`config.mk`:
```
export PLATFORM = sky130hd
export DESIGN_NAME = block_pool_slot_allocator
export DESIGN_NICKNAME = d
export VERILOG_FILES = /design/src/design/bpsa_pkg.sv /design/src/design/bpsa_ram.sv /design/src/design/block_pool_slot_allocator.sv
export SDC_FILE = /design/constraint.sdc
export NUM_CORES = 1
export LEC_CHECK = 0
export ABC_CLOCK_PERIOD_IN_PS = 14700
export BUFFER_PORTS_ARGS = -buffer_cell sky130_fd_sc_hd__buf_2
export CAP_MARGIN = 20
export CORE_ASPECT_RATIO = 1.25
export CORE_MARGIN = 10
export CORE_UTILIZATION = 50
export CTS_CLUSTER_DIAMETER = 120
export DETAILED_ROUTE_END_ITERATION = 10
export PLACE_DENSITY = 0.66
export SYNTH_ARGS = -nofsm -noshare
export SYNTH_HDL_FRONTEND = slang
export SYNTH_SLANG_ARGS = --single-unit
```
`constraint.sdc`:
```
create_clock -name clk -period 14.7 [get_ports clk]
set_clock_uncertainty 0.05 [all_clocks]
set_input_delay 2.205 -clock clk [delete_from_list [all_inputs] [get_ports clk]]
set_output_delay 2.205 -clock clk [all_outputs]
set_load 0.02 [all_outputs]
```
`src/design/bpsa_pkg.sv`:
```
// Shared types and constants for the block pool slot allocator.
package bpsa_pkg;

    localparam int MAX_BLOCKS = 64;
    localparam int SLOTS_MAX  = 256;
    localparam int BLK_W      = $clog2(MAX_BLOCKS);
    localparam int CNT_W      = $clog2(MAX_BLOCKS + 1);
    localparam int SPB_W      = 9;
    localparam int REF_W      = 9;
    localparam int LIVE_W     = 15;

    localparam logic [SPB_W-1:0] SPB_RESET = SPB_W'(100);
    localparam logic [SPB_W-1:0] SPB_MAX   = SPB_W'(SLOTS_MAX);
    localparam logic [SPB_W-1:0] NEXT_FULL = '1;
    localparam logic [CNT_W-1:0] BLK_LIMIT = CNT_W'(MAX_BLOCKS);

    localparam logic CFG_SPB = 1'b0;

    typedef enum logic {
        OP_ALLOC = 1'b0,
        OP_FREE  = 1'b1
    } opcode_t;

    typedef enum logic [2:0] {
        ST_ALLOC     = 3'd0,
        ST_FREED     = 3'd1,
        ST_EXHAUSTED = 3'd2,
        ST_NOT_OPEN  = 3'd3,
        ST_NO_LIVE   = 3'd4
    } status_t;

    typedef enum logic {
        S_IDLE,
        S_EXEC
    } state_t;

    typedef struct packed {
        opcode_t    opcode;
        logic [5:0] target_block;
    } req_t;

    typedef struct packed {
        status_t     status;
        logic [5:0]  got_block;
        logic [7:0]  got_slot;
        logic [14:0] live_count;
        logic [6:0]  opened_blocks;
    } rsp_t;

endpackage

```
`src/design/bpsa_ram.sv`:
```
// Simple dual-port synchronous RAM with registered read data.
module bpsa_ram #(
    parameter int ADDR_W = 6,
    parameter int DATA_W = 9
) (
    input  logic              clk,
    input  logic              we,
    input  logic [ADDR_W-1:0] waddr,
    input  logic [DATA_W-1:0] wdata,
    input  logic              re,
    input  logic [ADDR_W-1:0] raddr,
    output logic [DATA_W-1:0] rdata
);

    logic [DATA_W-1:0] mem [1 << ADDR_W];

    always_ff @(posedge clk)
    begin
        if (we)
        begin
            mem[waddr] <= wdata;
        end
    end

    always_ff @(posedge clk)
    begin
        if (re)
        begin
            rdata <= mem[raddr];
        end
    end

endmodule

```
`src/design/block_pool_slot_allocator.sv`:
```
// Top level: slot allocator over a pool of blocks with a free-block stack.
// An accepted request enters the execute state, which waits there while the output stalls.
// One transaction at a time: memory read on acceptance, then update and write back.
// A request is taken while a previous response still waits in the output register.
// Reset clears all control state; reference counts and stack entries are written before use.
module block_pool_slot_allocator
    import bpsa_pkg::*;
(
    input  logic        clk,
    input  logic        rst_n,
    input  logic        req_valid,
    output logic        req_stall,
    input  req_t        req,
    output logic        rsp_valid,
    input  logic        rsp_stall,
    output rsp_t        rsp,
    input  logic        psel,
    input  logic        penable,
    input  logic        pwrite,
    input  logic [2:0]  paddr,
    input  logic [31:0] pwdata,
    output logic [31:0] prdata,
    output logic        pready
);

    state_t             state_reg, state_next;
    logic [SPB_W-1:0]   spb_reg;
    logic [CNT_W-1:0]   depth_reg, depth_next;
    logic [CNT_W-1:0]   total_reg, total_next;
    logic [BLK_W-1:0]   cur_reg, cur_next;
    logic [SPB_W-1:0]   next_slot_reg, next_slot_next;
    logic [LIVE_W-1:0]  live_reg, live_next;
    opcode_t            op_reg, op_next;
    logic [BLK_W-1:0]   fb_reg, fb_next;
    logic               rsp_valid_reg, rsp_valid_next;
    rsp_t               rsp_reg, rsp_next;

    logic               rd_en;
    logic [BLK_W-1:0]   ref_raddr;
    logic [REF_W-1:0]   ref_rdata;
    logic               ref_we;
    logic [BLK_W-1:0]   ref_waddr;
    logic [REF_W-1:0]   ref_wdata;
    logic [BLK_W-1:0]   stk_raddr;
    logic [BLK_W-1:0]   stk_rdata;
    logic               stk_we;
    logic [BLK_W-1:0]   stk_waddr;

    logic [SPB_W-1:0]   spb_eff;
    logic               full;
    logic               exhausted;
    logic [BLK_W-1:0]   alloc_blk;
    logic [SPB_W-1:0]   alloc_slot;
    logic               cfg_wr;

    // Config port
    assign pready = 1'b1;
    assign cfg_wr = psel & penable & pwrite & pready & (paddr[2] == CFG_SPB);
    assign prdata = (paddr[2] == CFG_SPB) ? {{(32 - SPB_W){1'b0}}, spb_reg} : 32'd0;

    always_ff @(posedge clk or negedge rst_n)
    begin
        if (!rst_n)
        begin
            spb_reg <= SPB_RESET;
        end
        else if (cfg_wr)
        begin
            spb_reg <= pwdata[SPB_W-1:0];
        end
    end

    assign spb_eff = (spb_reg == '0)     ? SPB_W'(1) :
                     (spb_reg > SPB_MAX) ? SPB_MAX   : spb_reg;
    assign full    = (next_slot_reg >= spb_eff) || ({1'b0, cur_reg} >= total_reg);

    assign rd_en     = (state_reg == S_IDLE) && req_valid;
    assign ref_raddr = (req.opcode == OP_FREE) ? req.target_block : cur_reg;
    assign stk_raddr = BLK_W'(depth_reg - CNT_W'(1));
    assign stk_waddr = depth_reg[BLK_W-1:0];

    bpsa_ram #(.ADDR_W(BLK_W), .DATA_W(REF_W)) u_ref_ram (
        .clk   (clk),
        .we    (ref_we),
        .waddr (ref_waddr),
        .wdata (ref_wdata),
        .re    (rd_en),
        .raddr (ref_raddr),
        .rdata (ref_rdata)
    );

    bpsa_ram #(.ADDR_W(BLK_W), .DATA_W(BLK_W)) u_stack_ram (
        .clk   (clk),
        .we    (stk_we),
        .waddr (stk_waddr),
        .wdata (fb_reg),
        .re    (rd_en),
        .raddr (stk_raddr),
        .rdata (stk_rdata)
    );

    always_comb
    begin
        state_next     = state_reg;
        depth_next     = depth_reg;
        total_next     = total_reg;
        cur_next       = cur_reg;
        next_slot_next = next_slot_reg;
        live_next      = live_reg;
        op_next        = op_reg;
        fb_next        = fb_reg;
        rsp_valid_next = rsp_valid_reg & rsp_stall;
        rsp_next       = rsp_reg;
        ref_we         = 1'b0;
        ref_waddr      = fb_reg;
        ref_wdata      = ref_rdata;
        stk_we         = 1'b0;
        exhausted      = 1'b0;
        alloc_blk      = cur_reg;
        alloc_slot     = next_slot_reg;
        req_stall      = (state_reg != S_IDLE);

        case (state_reg)
            S_IDLE:
            begin
                if (req_valid)
                begin
                    op_next    = req.opcode;
                    fb_next    = req.target_block;
                    state_next = S_EXEC;
                end
            end
            S_EXEC:
            begin
                if (!rsp_valid_reg || !rsp_stall)
                begin
                    state_next     = S_IDLE;
                    rsp_valid_next = 1'b1;
                    rsp_next       = '0;
                    if (op_reg == OP_ALLOC)
                    begin
                        if (full)
                        begin
                            alloc_slot = '0;
                            if (depth_reg != '0)
                            begin
                                alloc_blk  = stk_rdata;
                                depth_next = depth_reg - CNT_W'(1);
                            end
                            else if (total_reg < BLK_LIMIT)
                            begin
                                alloc_blk  = total_reg[BLK_W-1:0];
                                total_next = total_reg + CNT_W'(1);
                            end
                            else
                            begin
                                exhausted = 1'b1;
                            end
                        end
                        if (exhausted)
                        begin
                            rsp_next.status = ST_EXHAUSTED;
                        end
                        else
                        begin
                            cur_next       = alloc_blk;
                            next_slot_next = alloc_slot + SPB_W'(1);
                            live_next      = live_reg + LIVE_W'(1);
                            ref_we         = 1'b1;
                            ref_waddr      = alloc_blk;
                            // a block taken from the stack or freshly opened holds no live slots
                            ref_wdata      = full ? REF_W'(1) : ref_rdata + REF_W'(1);
                            rsp_next.status    = ST_ALLOC;
                            rsp_next.got_block = alloc_blk;
                            rsp_next.got_slot  = alloc_slot[7:0];
                        end
                    end
                    else
                    begin
                        if ({1'b0, fb_reg} >= total_reg)
                        begin
                            rsp_next.status = ST_NOT_OPEN;
                        end
                        else if (ref_rdata == '0)
                        begin
                            rsp_next.status = ST_NO_LIVE;
                        end
                        else
                        begin
                            ref_we    = 1'b1;
                            ref_waddr = fb_reg;
                            ref_wdata = ref_rdata - REF_W'(1);
                            if (live_reg != '0)
                            begin
                                live_next = live_reg - LIVE_W'(1);
                            end
                            if (ref_rdata == REF_W'(1))
                            begin
                                if (fb_reg == cur_reg)
                                begin
                                    next_slot_next = '0;
                                end
                                else if (depth_reg < BLK_LIMIT)
                                begin
                                    stk_we     = 1'b1;
                                    depth_next = depth_reg + CNT_W'(1);
                                end
                            end
                            rsp_next.status = ST_FREED;
                        end
                    end
                    rsp_next.live_count    = live_next;
                    rsp_next.opened_blocks = total_next;
                end
            end
            default:
            begin
                state_next = S_IDLE;
            end
        endcase
    end

    always_ff @(posedge clk or negedge rst_n)
    begin
        if (!rst_n)
        begin
            state_reg     <= S_IDLE;
            depth_reg     <= '0;
            total_reg     <= '0;
            cur_reg       <= '0;
            next_slot_reg <= NEXT_FULL;
            live_reg      <= '0;
            rsp_valid_reg <= 1'b0;
        end
        else
        begin
            state_reg     <= state_next;
            depth_reg     <= depth_next;
            total_reg     <= total_next;
            cur_reg       <= cur_next;
            next_slot_reg <= next_slot_next;
            live_reg      <= live_next;
            rsp_valid_reg <= rsp_valid_next;
        end
    end

    always_ff @(posedge clk)
    begin
        op_reg  <= op_next;
        fb_reg  <= fb_next;
        rsp_reg <= rsp_next;
    end

    assign rsp_valid = rsp_valid_reg;
    assign rsp       = rsp_reg;

    a_depth_bound: assert property (@(posedge clk) disable iff (!rst_n)
        depth_reg <= BLK_LIMIT)
        else $error("free stack depth past pool size");

    a_total_bound: assert property (@(posedge clk) disable iff (!rst_n)
        total_reg <= BLK_LIMIT)
        else $error("opened block count past pool size");

    a_cur_opened: assert property (@(posedge clk) disable iff (!rst_n)
        (total_reg != '0) |-> ({1'b0, cur_reg} < total_reg))
        else $error("current block not opened");

    a_accept_exec: assert property (@(posedge clk) disable iff (!rst_n)
        (req_valid && !req_stall) |=> (state_reg == S_EXEC))
        else $error("accepted transaction not executed");

endmodule
```
Word level (Yosys, flattened, before mapping):

Memories as Yosys holds them, arrays and structs flattened. A register that Yosys moved wholly into a read port is not among the register bits.
Cells that the tools add are included.

* flip-flop bits (word level): 101
* bits in writable memories: 960
* input bits: 49
* output and inout bits: 74
* logic and storage cells: 143
* memories kept: 2

Memory list
* u_ref_ram.mem: words 64, width 9, read ports 1, clocked after memory_dff 1, write ports 1, RTL line bpsa_ram.sv:15 `logic [DATA_W-1:0] mem [1 << ADDR_W];`
* u_stack_ram.mem: words 64, width 6, read ports 1, clocked after memory_dff 1, write ports 1, RTL line bpsa_ram.sv:15

* add/subtract/negate cells: 8
* $lt $le $gt $ge: 6
* eq/ne operators: 9
* muxes and demuxes: 78
* bitwise operators: 8
* reduce and logical (&&, ||, !) cells: 17

Operator list (number)
* 9-bit 2-to-1 mux: 20
* 7-bit 2-to-1 mux: 12
* 15-bit 2-to-1 mux: 5
* 6-bit 2-to-1 mux: 8
* 1-bit 2-to-1 mux: 28
* 9-bit by 1-bit adder with 9-bit output, second input constant: 2
* 9-bit zero test: 2
* 15-bit by 1-bit adder with 15-bit output, second input constant: 1
* 15-bit nonzero test: 1
* 15-bit by 1-bit subtractor with 15-bit output, second input constant: 1
* 7-bit by 1-bit adder with 7-bit output, second input constant: 2
* 6-bit by 7-bit greater-or-equal comparator with 1-bit output: 2
* 7-bit less-than comparator, second input constant: 2
* 9-bit by 1-bit == test with 1-bit output, second input constant: 1
* 9-bit greater-or-equal comparator: 1
* 9-bit greater-than comparator, second input constant: 1
* 3-bit 2-to-1 mux: 3
* 9-bit AND reduction: 1
* 9-bit by 1-bit subtractor with 9-bit output, second input constant: 1
* 2-bit inequality test, second input constant: 4
* 7-bit AND reduction: 1
* 7-bit nonzero test: 1
* 7-bit by 1-bit subtractor with 7-bit output, second input constant: 1
* 6-bit == test: 1
* 12 further kinds: 24

Logic depth before layout (Yosys ltp):

Gate-level depths: netlist of run 1.

* depth in word-level cells: 15
* gate-level depth with buffers: 18
* mapped depth without buffers: 17

Cells and area by module:

Synthesis of run 1 repeated with hierarchy kept, for this count alone.

* cell total of the unflattened synthesis: 2551
* area total of the unflattened synthesis: 45283.4 um2

Modules (own cells, without submodules)
* bpsa_ram at u_ref_ram: times used 1, cells an instance 1063, area an instance 22945.8 um2, seq. area each 17566.8 um2
* bpsa_ram at u_stack_ram: times used 1, cells an instance 720, area an instance 15285.9 um2, seq. area each 11711.2 um2
* block_pool_slot_allocator: times used 1, cells an instance 768, area an instance 7051.8 um2, seq. area each 2772.7 um2

Worst setup path after synthesis of run 1:

Ideal clock, no wire load.

* path type: input to register
* start point: in rsp_stall
* end point: mem u_ref_ram.mem[0][0] (data pin)
* setup time: 0.548 ns
* arrival: 6.180 ns
* data required time: 14.102 ns
* setup slack: 7.922 ns
* stages on the path: 6
* buffers on the path: 2
* cells stage by stage: a21bo_2 -> clkbuf_1 -> inv_1 -> clkbuf_1 -> o21ai_0 -> a21oi_1

* cells in the longest elaborated chain, start to end: 4

RTL lines
* from (decl): RTL line block_pool_slot_allocator.sv:15 `input logic rsp_stall,`
* 1-bit zero test: RTL line block_pool_slot_allocator.sv:135 `if (!rsp_valid_reg || !rsp_stall)`
* 1-bit logical OR: RTL line block_pool_slot_allocator.sv:135
* 9-bit 2-to-1 mux: RTL line block_pool_slot_allocator.sv:135
* 9-bit 2-to-1 mux: RTL line block_pool_slot_allocator.sv:123 `case (state_reg)`
* named net ref_wdata[0]: RTL line block_pool_slot_allocator.sv:43 `logic [REF_W-1:0] ref_wdata;`
* to (decl): RTL line bpsa_ram.sv:15

The timed path passes the listed nets, and every way through them passes these cells.

Final worst setup path of run 1:

* start point: in req[6] (netlist name)
* end point: reg u_ref_ram.rdata[4], read port of u_ref_ram.mem (data pin)

* cells in the longest elaborated chain, start to end: 1

RTL lines
* from (decl): RTL line block_pool_slot_allocator.sv:13 `input req_t req,`
* 6-bit 2-to-1 mux: RTL line block_pool_slot_allocator.sv:78 `assign ref_raddr = (req.opcode == OP_FREE) ? req.target_block : cur_reg;`
* to (decl): RTL line bpsa_ram.sv:12 `output logic [DATA_W-1:0] rdata`

Every way passes these cells.
A chain may end at the register's enable or synchronous reset.

==> flow_summary_export.csv, run 1 <==
group,metric,value,unit
clock_network,clock_latency,670,ps
die,rows,122,
timing,finalCritPeriodShare,39.6,%
die,initial_core_util,50.4,%
synth,async_flop_share,5.11,%
power,seqPwrFrac,42.3,%
place,io_buffers,73,
clock_network,tritoncts,"built",
worst_setup_path,crit_fanout,59,
power,p_comb_share,31.1,%
synth,ys_ff_latch,1076,
die,dieArea,102000,um2
synth,synth-main-ff-cell,"edfxtp_1",
timing,rsz0062_at_grt,"no",
synth,synth.distinct_cells,80,
synth,syn_area_per_cell,17.9,um2
drt,drt_iter0_drc,2361,
clock_network,post_cts_buffers,0,
timing,maxSlewViolCount,0,
clock_network,clk_transition_reported_paths,60,ps
die,dieWidth,287,um
die,io_pins,123,
min_path,hold_path_end,"next_slot_reg[0]",
drt,first_pass_iters,6,
place,place_ws,8280,ps
clock_network,root_buffer,"clkbuf_16",
layout,final_util,56.5,%
power,power_switching,0.00315,W
clock_network,clk_path_buf_depth,3,
clock_network,cts-resized-gates,0,
drt,routedWlPerCell,25.9,um
drt,finalWirelength,100,mm
place,placed_area,46600,um2
layout,final_cell_mix,"1021 x edfxtp_1, 270 x mux4_2, 207 x nand2_1, 107 x clkbuf_16, 104 x nor2_1",
status,status,"finished clean",
flow_run,max-cap-violations,0,
layout,nNetsFinal,2690,
global_routing,antenna_found_initial,4,
global_routing,grt_use_total,19.7,%
layout,largest_reg_flops,576,
worst_setup_path,r2r_cells,9,
power,clkPwrFrac,26.6,%
layout,area_growth_syn_to_layout,12.1,%
synth,yosys.area.top_type,"edfxtp_1",
global_routing,grt_max_degree,107,
die,coreArea,88500,um2
global_routing,grt_pass1_wl,153,mm
min_path,hold_path.startpoint,"next_slot_reg[0]",
layout,layout_commonest_cell,"edfxtp_1",
clock_network,cts.sinks,1076,
timing,timing.hold.ws,454,ps
drt,via_per_inst,6.06,
global_routing,grt_pass1_vias,24100,
worst_setup_path,start_kind,"input pin",
timing,slew_headroom,21.4,%
timing,setup_viol_count_final,0,
drt,num_vias,23500,
power,swShare,32.6,%
timing,clock.fmax,172,MHz
timing,layout_setup_ws,8880,ps
worst_setup_path,r2r-end,"u_ref_ram.mem[57][5]",
clock_network,cts_buffers,104,
worst_setup_path,r2r_start,"fb_reg[4]",
power,leakage,16.2,nW
synth,synth_area_leaders,"edfxtp_1 69%, mux4_2 14%, dfrtp_1 2.4%",
power,vdd_ir_drop_max,143,uV
worst_setup_path,end_kind,"flop",
layout,drive_above_1_share,23.7,%
synth,synth_cells,2495,
layout,nFillCells,6687,
min_path,hp-class,"flop to flop",
timing,fin_setup_tns,0,ps
worst_setup_path,cp.arrival,6190,ps
drt,drc_errors,0,
synth,yosysSeqAreaShare,71.9,%
timing,worst_pin_slew,1170,ps
global_routing,grt_overflow,0,
worst_setup_path,critPathRequiredTime,15070,ps
power,p_int,0.00651,W
power,power.density,193,nW/um2
clock_network,hold_buffers,0,
place,hpwl,62.2,mm
place,place.gp.congestion,0.855,
layout,final_cell_area,50000,um2
timing,hold_viol_final,0,
die,die_h,354,um
synth,synth_area,44600,um2
drt,antenna_left,0,
worst_setup_path,critPathKind,"input pin to flop",
clock_network,htreeDepth,3,
synth,post-synth-top-area-fraction,68.7,%
timing,period_minus_slack,5820,ps
min_path,holdPathStages,2,
synth,synth_warnings,0,
worst_setup_path,regToRegSetupSlack,9760,ps
synth,synth-edff-count,1021,
power by group through the flow:
stage	clock network [W]	registers (W)	logic (W)
after floorplan	0	0.00415	0.00194
after global placement	0	0.00414	0.00295
after detailed placement	0	0.00415	0.00301
after CTS	0.00261	0.00409	0.00303
after global routing	0.00274	0.00411	0.00321
final	0.00257	0.00409	0.00300
critical path: stages:
cell and delay (ps):
buf_2 320, mux2i_4 610, buf_4 480, buf_4 750, mux4_2 410, nand2_1 80, nand2_1 90, o21ai_0 590
o22ai_1 260, a221o_1 310
cell families after synthesis:
logic type	count (synthesis)	synth area share, %
AOI/OAI and AO/OA	257	3.94
xor gates and xnor gates	54	1.06
adders and majority gates	30	0.842
buffers and inverters	201	1.98
DFF	1076	71.9
muxes	295	14.2
other	2	0.0168
and+or+nand+nor	580	6.07
layout make-up:
cell class / instances / area (um2) / share of cell area (%)
repair buffers: 162 / 1070 / 2.14
inverters: 27 / 101 / 0.203
clock buffers: 133 / 2800 / 5.59
clock inverters: 57 / 490 / 0.981
diodes: 4 / 10.0 / 0.0200
flip-flops and latches: 1076 / 32100 / 64.1
well taps: 1178 / 1470 / 2.95
multi-input cells: 1240 / 12000 / 24.0
worst max-delay path by stage:
stage | endpoint | slack [ps] | from | depth (start not counted)
final | u_ref_ram.rdata[4] | 8880 | req[6] | 10
after global routing | u_ref_ram.rdata[1] | 8850 | req[6] | 10
after CTS | u_ref_ram.rdata[4] | 9000 | req[6] | 10
after detailed placement | u_ref_ram.rdata[4] | 8280 | req[6] | 10
after global placement | u_ref_ram.rdata[4] | 8300 | req[6] | 10
after floorplan | u_ref_ram.mem[0][0] | 7920 | rsp_stall | 6
per-layer routing:
metal  global-route usage (%)  share of wire [%]  routed length [um]  vias to the layer above
li1                         -                  -                   -                    10300
met2                     34.0                 52               52300                      847
met4                     6.26                2.9                2940                        0
met5                        0                  0                   0                        -
met1                     25.3                 39               38700                    12200
met3                     3.02                6.5                6490                      166
metrics by stage:
step | cells | total power (W)
2_1_floorplan | 2517 | 0.00610
3_3_place_gp | 3676 | 0.00709
3_5_place_dp | 3676 | 0.00716
4_1_cts | 3866 | 0.00973
5_1_grt | 3873 | 0.0101
6_report | 3877 | 0.00965
cells in the mapped netlist, drive strengths merged, types with 15 or more instances:
master and count:
ha 30, and2 21, xnor2 39, nand2 207, xor2 15, o21ai 59, a21oi 35, dfrtp 43
mux4 270, nor3 96, buf 74, nor2 104, inv 26, edfxtp 1021, a31oi 29, nor4 17
nand3 54, nand4 19, and3 15, o22ai 16, a211oi 21, nor2b 15, clkbuf 100
Note: power is estimated with default switching activity, not from simulation.
==> inputs of run 2 (changes only) <==
--- a/config.mk
+++ b/config.mk
@@ -5,7 +5,7 @@
 export SDC_FILE = /design/constraint.sdc
 export NUM_CORES = 1
 export LEC_CHECK = 0
-export ABC_CLOCK_PERIOD_IN_PS = 14700
+export ABC_CLOCK_PERIOD_IN_PS = 5300
 export BUFFER_PORTS_ARGS = -buffer_cell sky130_fd_sc_hd__buf_2
 export CAP_MARGIN = 20
 export CORE_ASPECT_RATIO = 1.25
@@ -13,7 +13,7 @@
 export CORE_UTILIZATION = 50
 export CTS_CLUSTER_DIAMETER = 120
 export DETAILED_ROUTE_END_ITERATION = 10
-export PLACE_DENSITY = 0.66
+export PLACE_DENSITY = 0.69
 export SYNTH_ARGS = -nofsm -noshare
 export SYNTH_HDL_FRONTEND = slang
 export SYNTH_SLANG_ARGS = --single-unit
==> constraint.sdc (replaced) <==
create_clock -name clk -period 5.3 [get_ports clk]
set_clock_uncertainty 0.05 [all_clocks]
set_input_delay 0.795 -clock clk [delete_from_list [all_inputs] [get_ports clk]]
set_output_delay 0.795 -clock clk [all_outputs]
set_load 0.02 [all_outputs]
==> flow_summary_export.csv, run 2 (synthesized netlist as in run 1, its figures left out) <==
group,metric,value,unit
drt,num_vias,24000,
die,initial_core_util,50.4,%
status,status,"finished clean",
layout,final_cell_mix,"1021 x edfxtp_1, 270 x mux4_2, 207 x nand2_1, 124 x buf_4, 105 x clkbuf_16",
die,die_h,354,um
drt,routedWlPerCell,26.2,um
clock_network,post_cts_buffers,0,
clock_network,clock_latency,680,ps
drt,drc_errors,0,
layout,final_util,57.1,%
global_routing,grt_max_degree,73,
timing,period_minus_slack,4420,ps
global_routing,grt_use_total,20.1,%
layout,nNetsFinal,2735,
drt,via_per_inst,6.12,
place,place_ws,783,ps
drt,finalWirelength,103,mm
layout,drive_above_1_share,25.1,%
worst_setup_path,cp.arrival,4740,ps
drt,routed-wl-met3,7.30,mm
timing,hold_viol_final,0,
timing,rsz0062_at_grt,"no",
die,dieArea,102000,um2
clock_network,cts-resized-gates,0,
drt,top_layer_used,"met5",
place,hpwl,64.4,mm
die,dieWidth,287,um
clock_network,cts_buffers,104,
die,coreArea,88500,um2
global_routing,grt_pass1_wl,156,mm
worst_setup_path,critPathRequiredTime,5610,ps
power,vdd_ir_drop_max,937,uV
global_routing,grt_overflow,0,
layout,layout_commonest_cell,"edfxtp_1",
global_routing,grt_pass1_vias,24700,
clock_network,clk_path_buf_depth,3,
flow_run,max-cap-violations,0,
clock_network,htreeDepth,3,
die,io_pins,123,
place,place.gp.congestion,0.876,
timing,layout_setup_ws,875,ps
min_path,hp-class,"input pin to asynchronous set/reset pin",
worst_setup_path,start_kind,"flop",
drt,first_pass_iters,6,
layout,largest_reg_flops,576,
global_routing,antenna_found_initial,4,
clock_network,cts.sinks,1076,
clock_network,hold_buffers,0,
timing,slew_headroom,28.5,%
timing,fin_setup_tns,0,ps
clock_network,tritoncts,"built",
clock_network,root_buffer,"clkbuf_16",
drt,met2_length,52.6,mm
die,rows,122,
timing,setup_viol_count_final,0,
timing,clock.fmax,226,MHz
worst_setup_path,end_kind,"flop",
drt,drt_iter0_drc,2635,
power,leakage,16.5,nW
place,io_buffers,73,
power,power.density,542,nW/um2
worst_setup_path,critPathKind,"flop to flop",
drt,antenna_left,0,
timing,worst_pin_slew,1060,ps
clock_network,clk_transition_reported_paths,60,ps
layout,area_growth_syn_to_layout,13.4,%
timing,finalCritPeriodShare,83.5,%
worst_setup_path,crit_fanout,9,
timing,maxSlewViolCount,0,
drt,wl_met1,38.1,mm
## run 2: cell count changes in the layout (fill, tap and decap cells not counted), moves of 3 or more
cell,delta
nor3_2,-4
bufinv_16,+7
inv_6,+3
clkbuf_4,-5
buf_12,+5
diode_2,-3
buf_4,+43
nor3_1,+4
clkbuf_1,-5
## run 2: per-stage QoR
stage               area, um2  total power [W]  hold WS, ps  instances
floorplan               44700           0.0169          417       2517
global placement        47000           0.0198          427       3722
detailed placement      47000           0.0201          453       3722
CTS                     50500           0.0275          223       3914
global route            50600           0.0284          240       3920
finish                  50600           0.0274          228       3921
## run 2: path summary, 6_finish.rpt
path	startpoint	cells past startpoint	endpoint	slack (ps)
max in group asynchronous	rst_n	2	depth_reg[0]	4360
max reg2reg	spb_reg[8]	12	u_ref_ram.mem[23][3]	880
max	spb_reg[8]	12	u_ref_ram.mem[23][3]	880
min	rst_n	2	live_reg[11]	230
min in group clk	req[3]	1	fb_reg[3]	260
min reg2reg	next_slot_reg[1]	2	next_slot_reg[3]	470
## run 2: critical path, cell delays in order, from the launching register on
cell      delay (ps)
dfrtp_1          360
clkinv_1         220
ha_1             380
a21oi_1          150
o21ai_0          210
a41oi_1          400
buf_4            230
nand4_1          380
o22ai_1          320
o21ai_1          380
buf_4            310
nor3_1           450
buf_4            270
## run 2: layout make-up
type,count,area (um2)
fillers,6568,38000
clock inverters,66,714
repair buffers,207,1510
multi-input cells,1240,12000
inverters,27,101
clock buffers,126,2730
diodes,1,2.50
well taps,1178,1470
flip-flops and latches,1076,32100
## run 2: metal layers
layer  GRT usage (%)  vias to the layer above
met5               0                        -
met4            9.02                        6
met3            3.24                      226
met2            34.1                     1026
met1            25.2                    12400
li1                -                    10300
## run 2: power by group
part	total, W	leakage (nW)	internal, W	switching (W)
clock	0.00743	1.68	0.00431	0.00312
combinational	0.00871	5.02	0.00329	0.00543
sequential	0.0112	9.84	0.0109	0.000377
total	0.0274	16.5	0.0185	0.00892
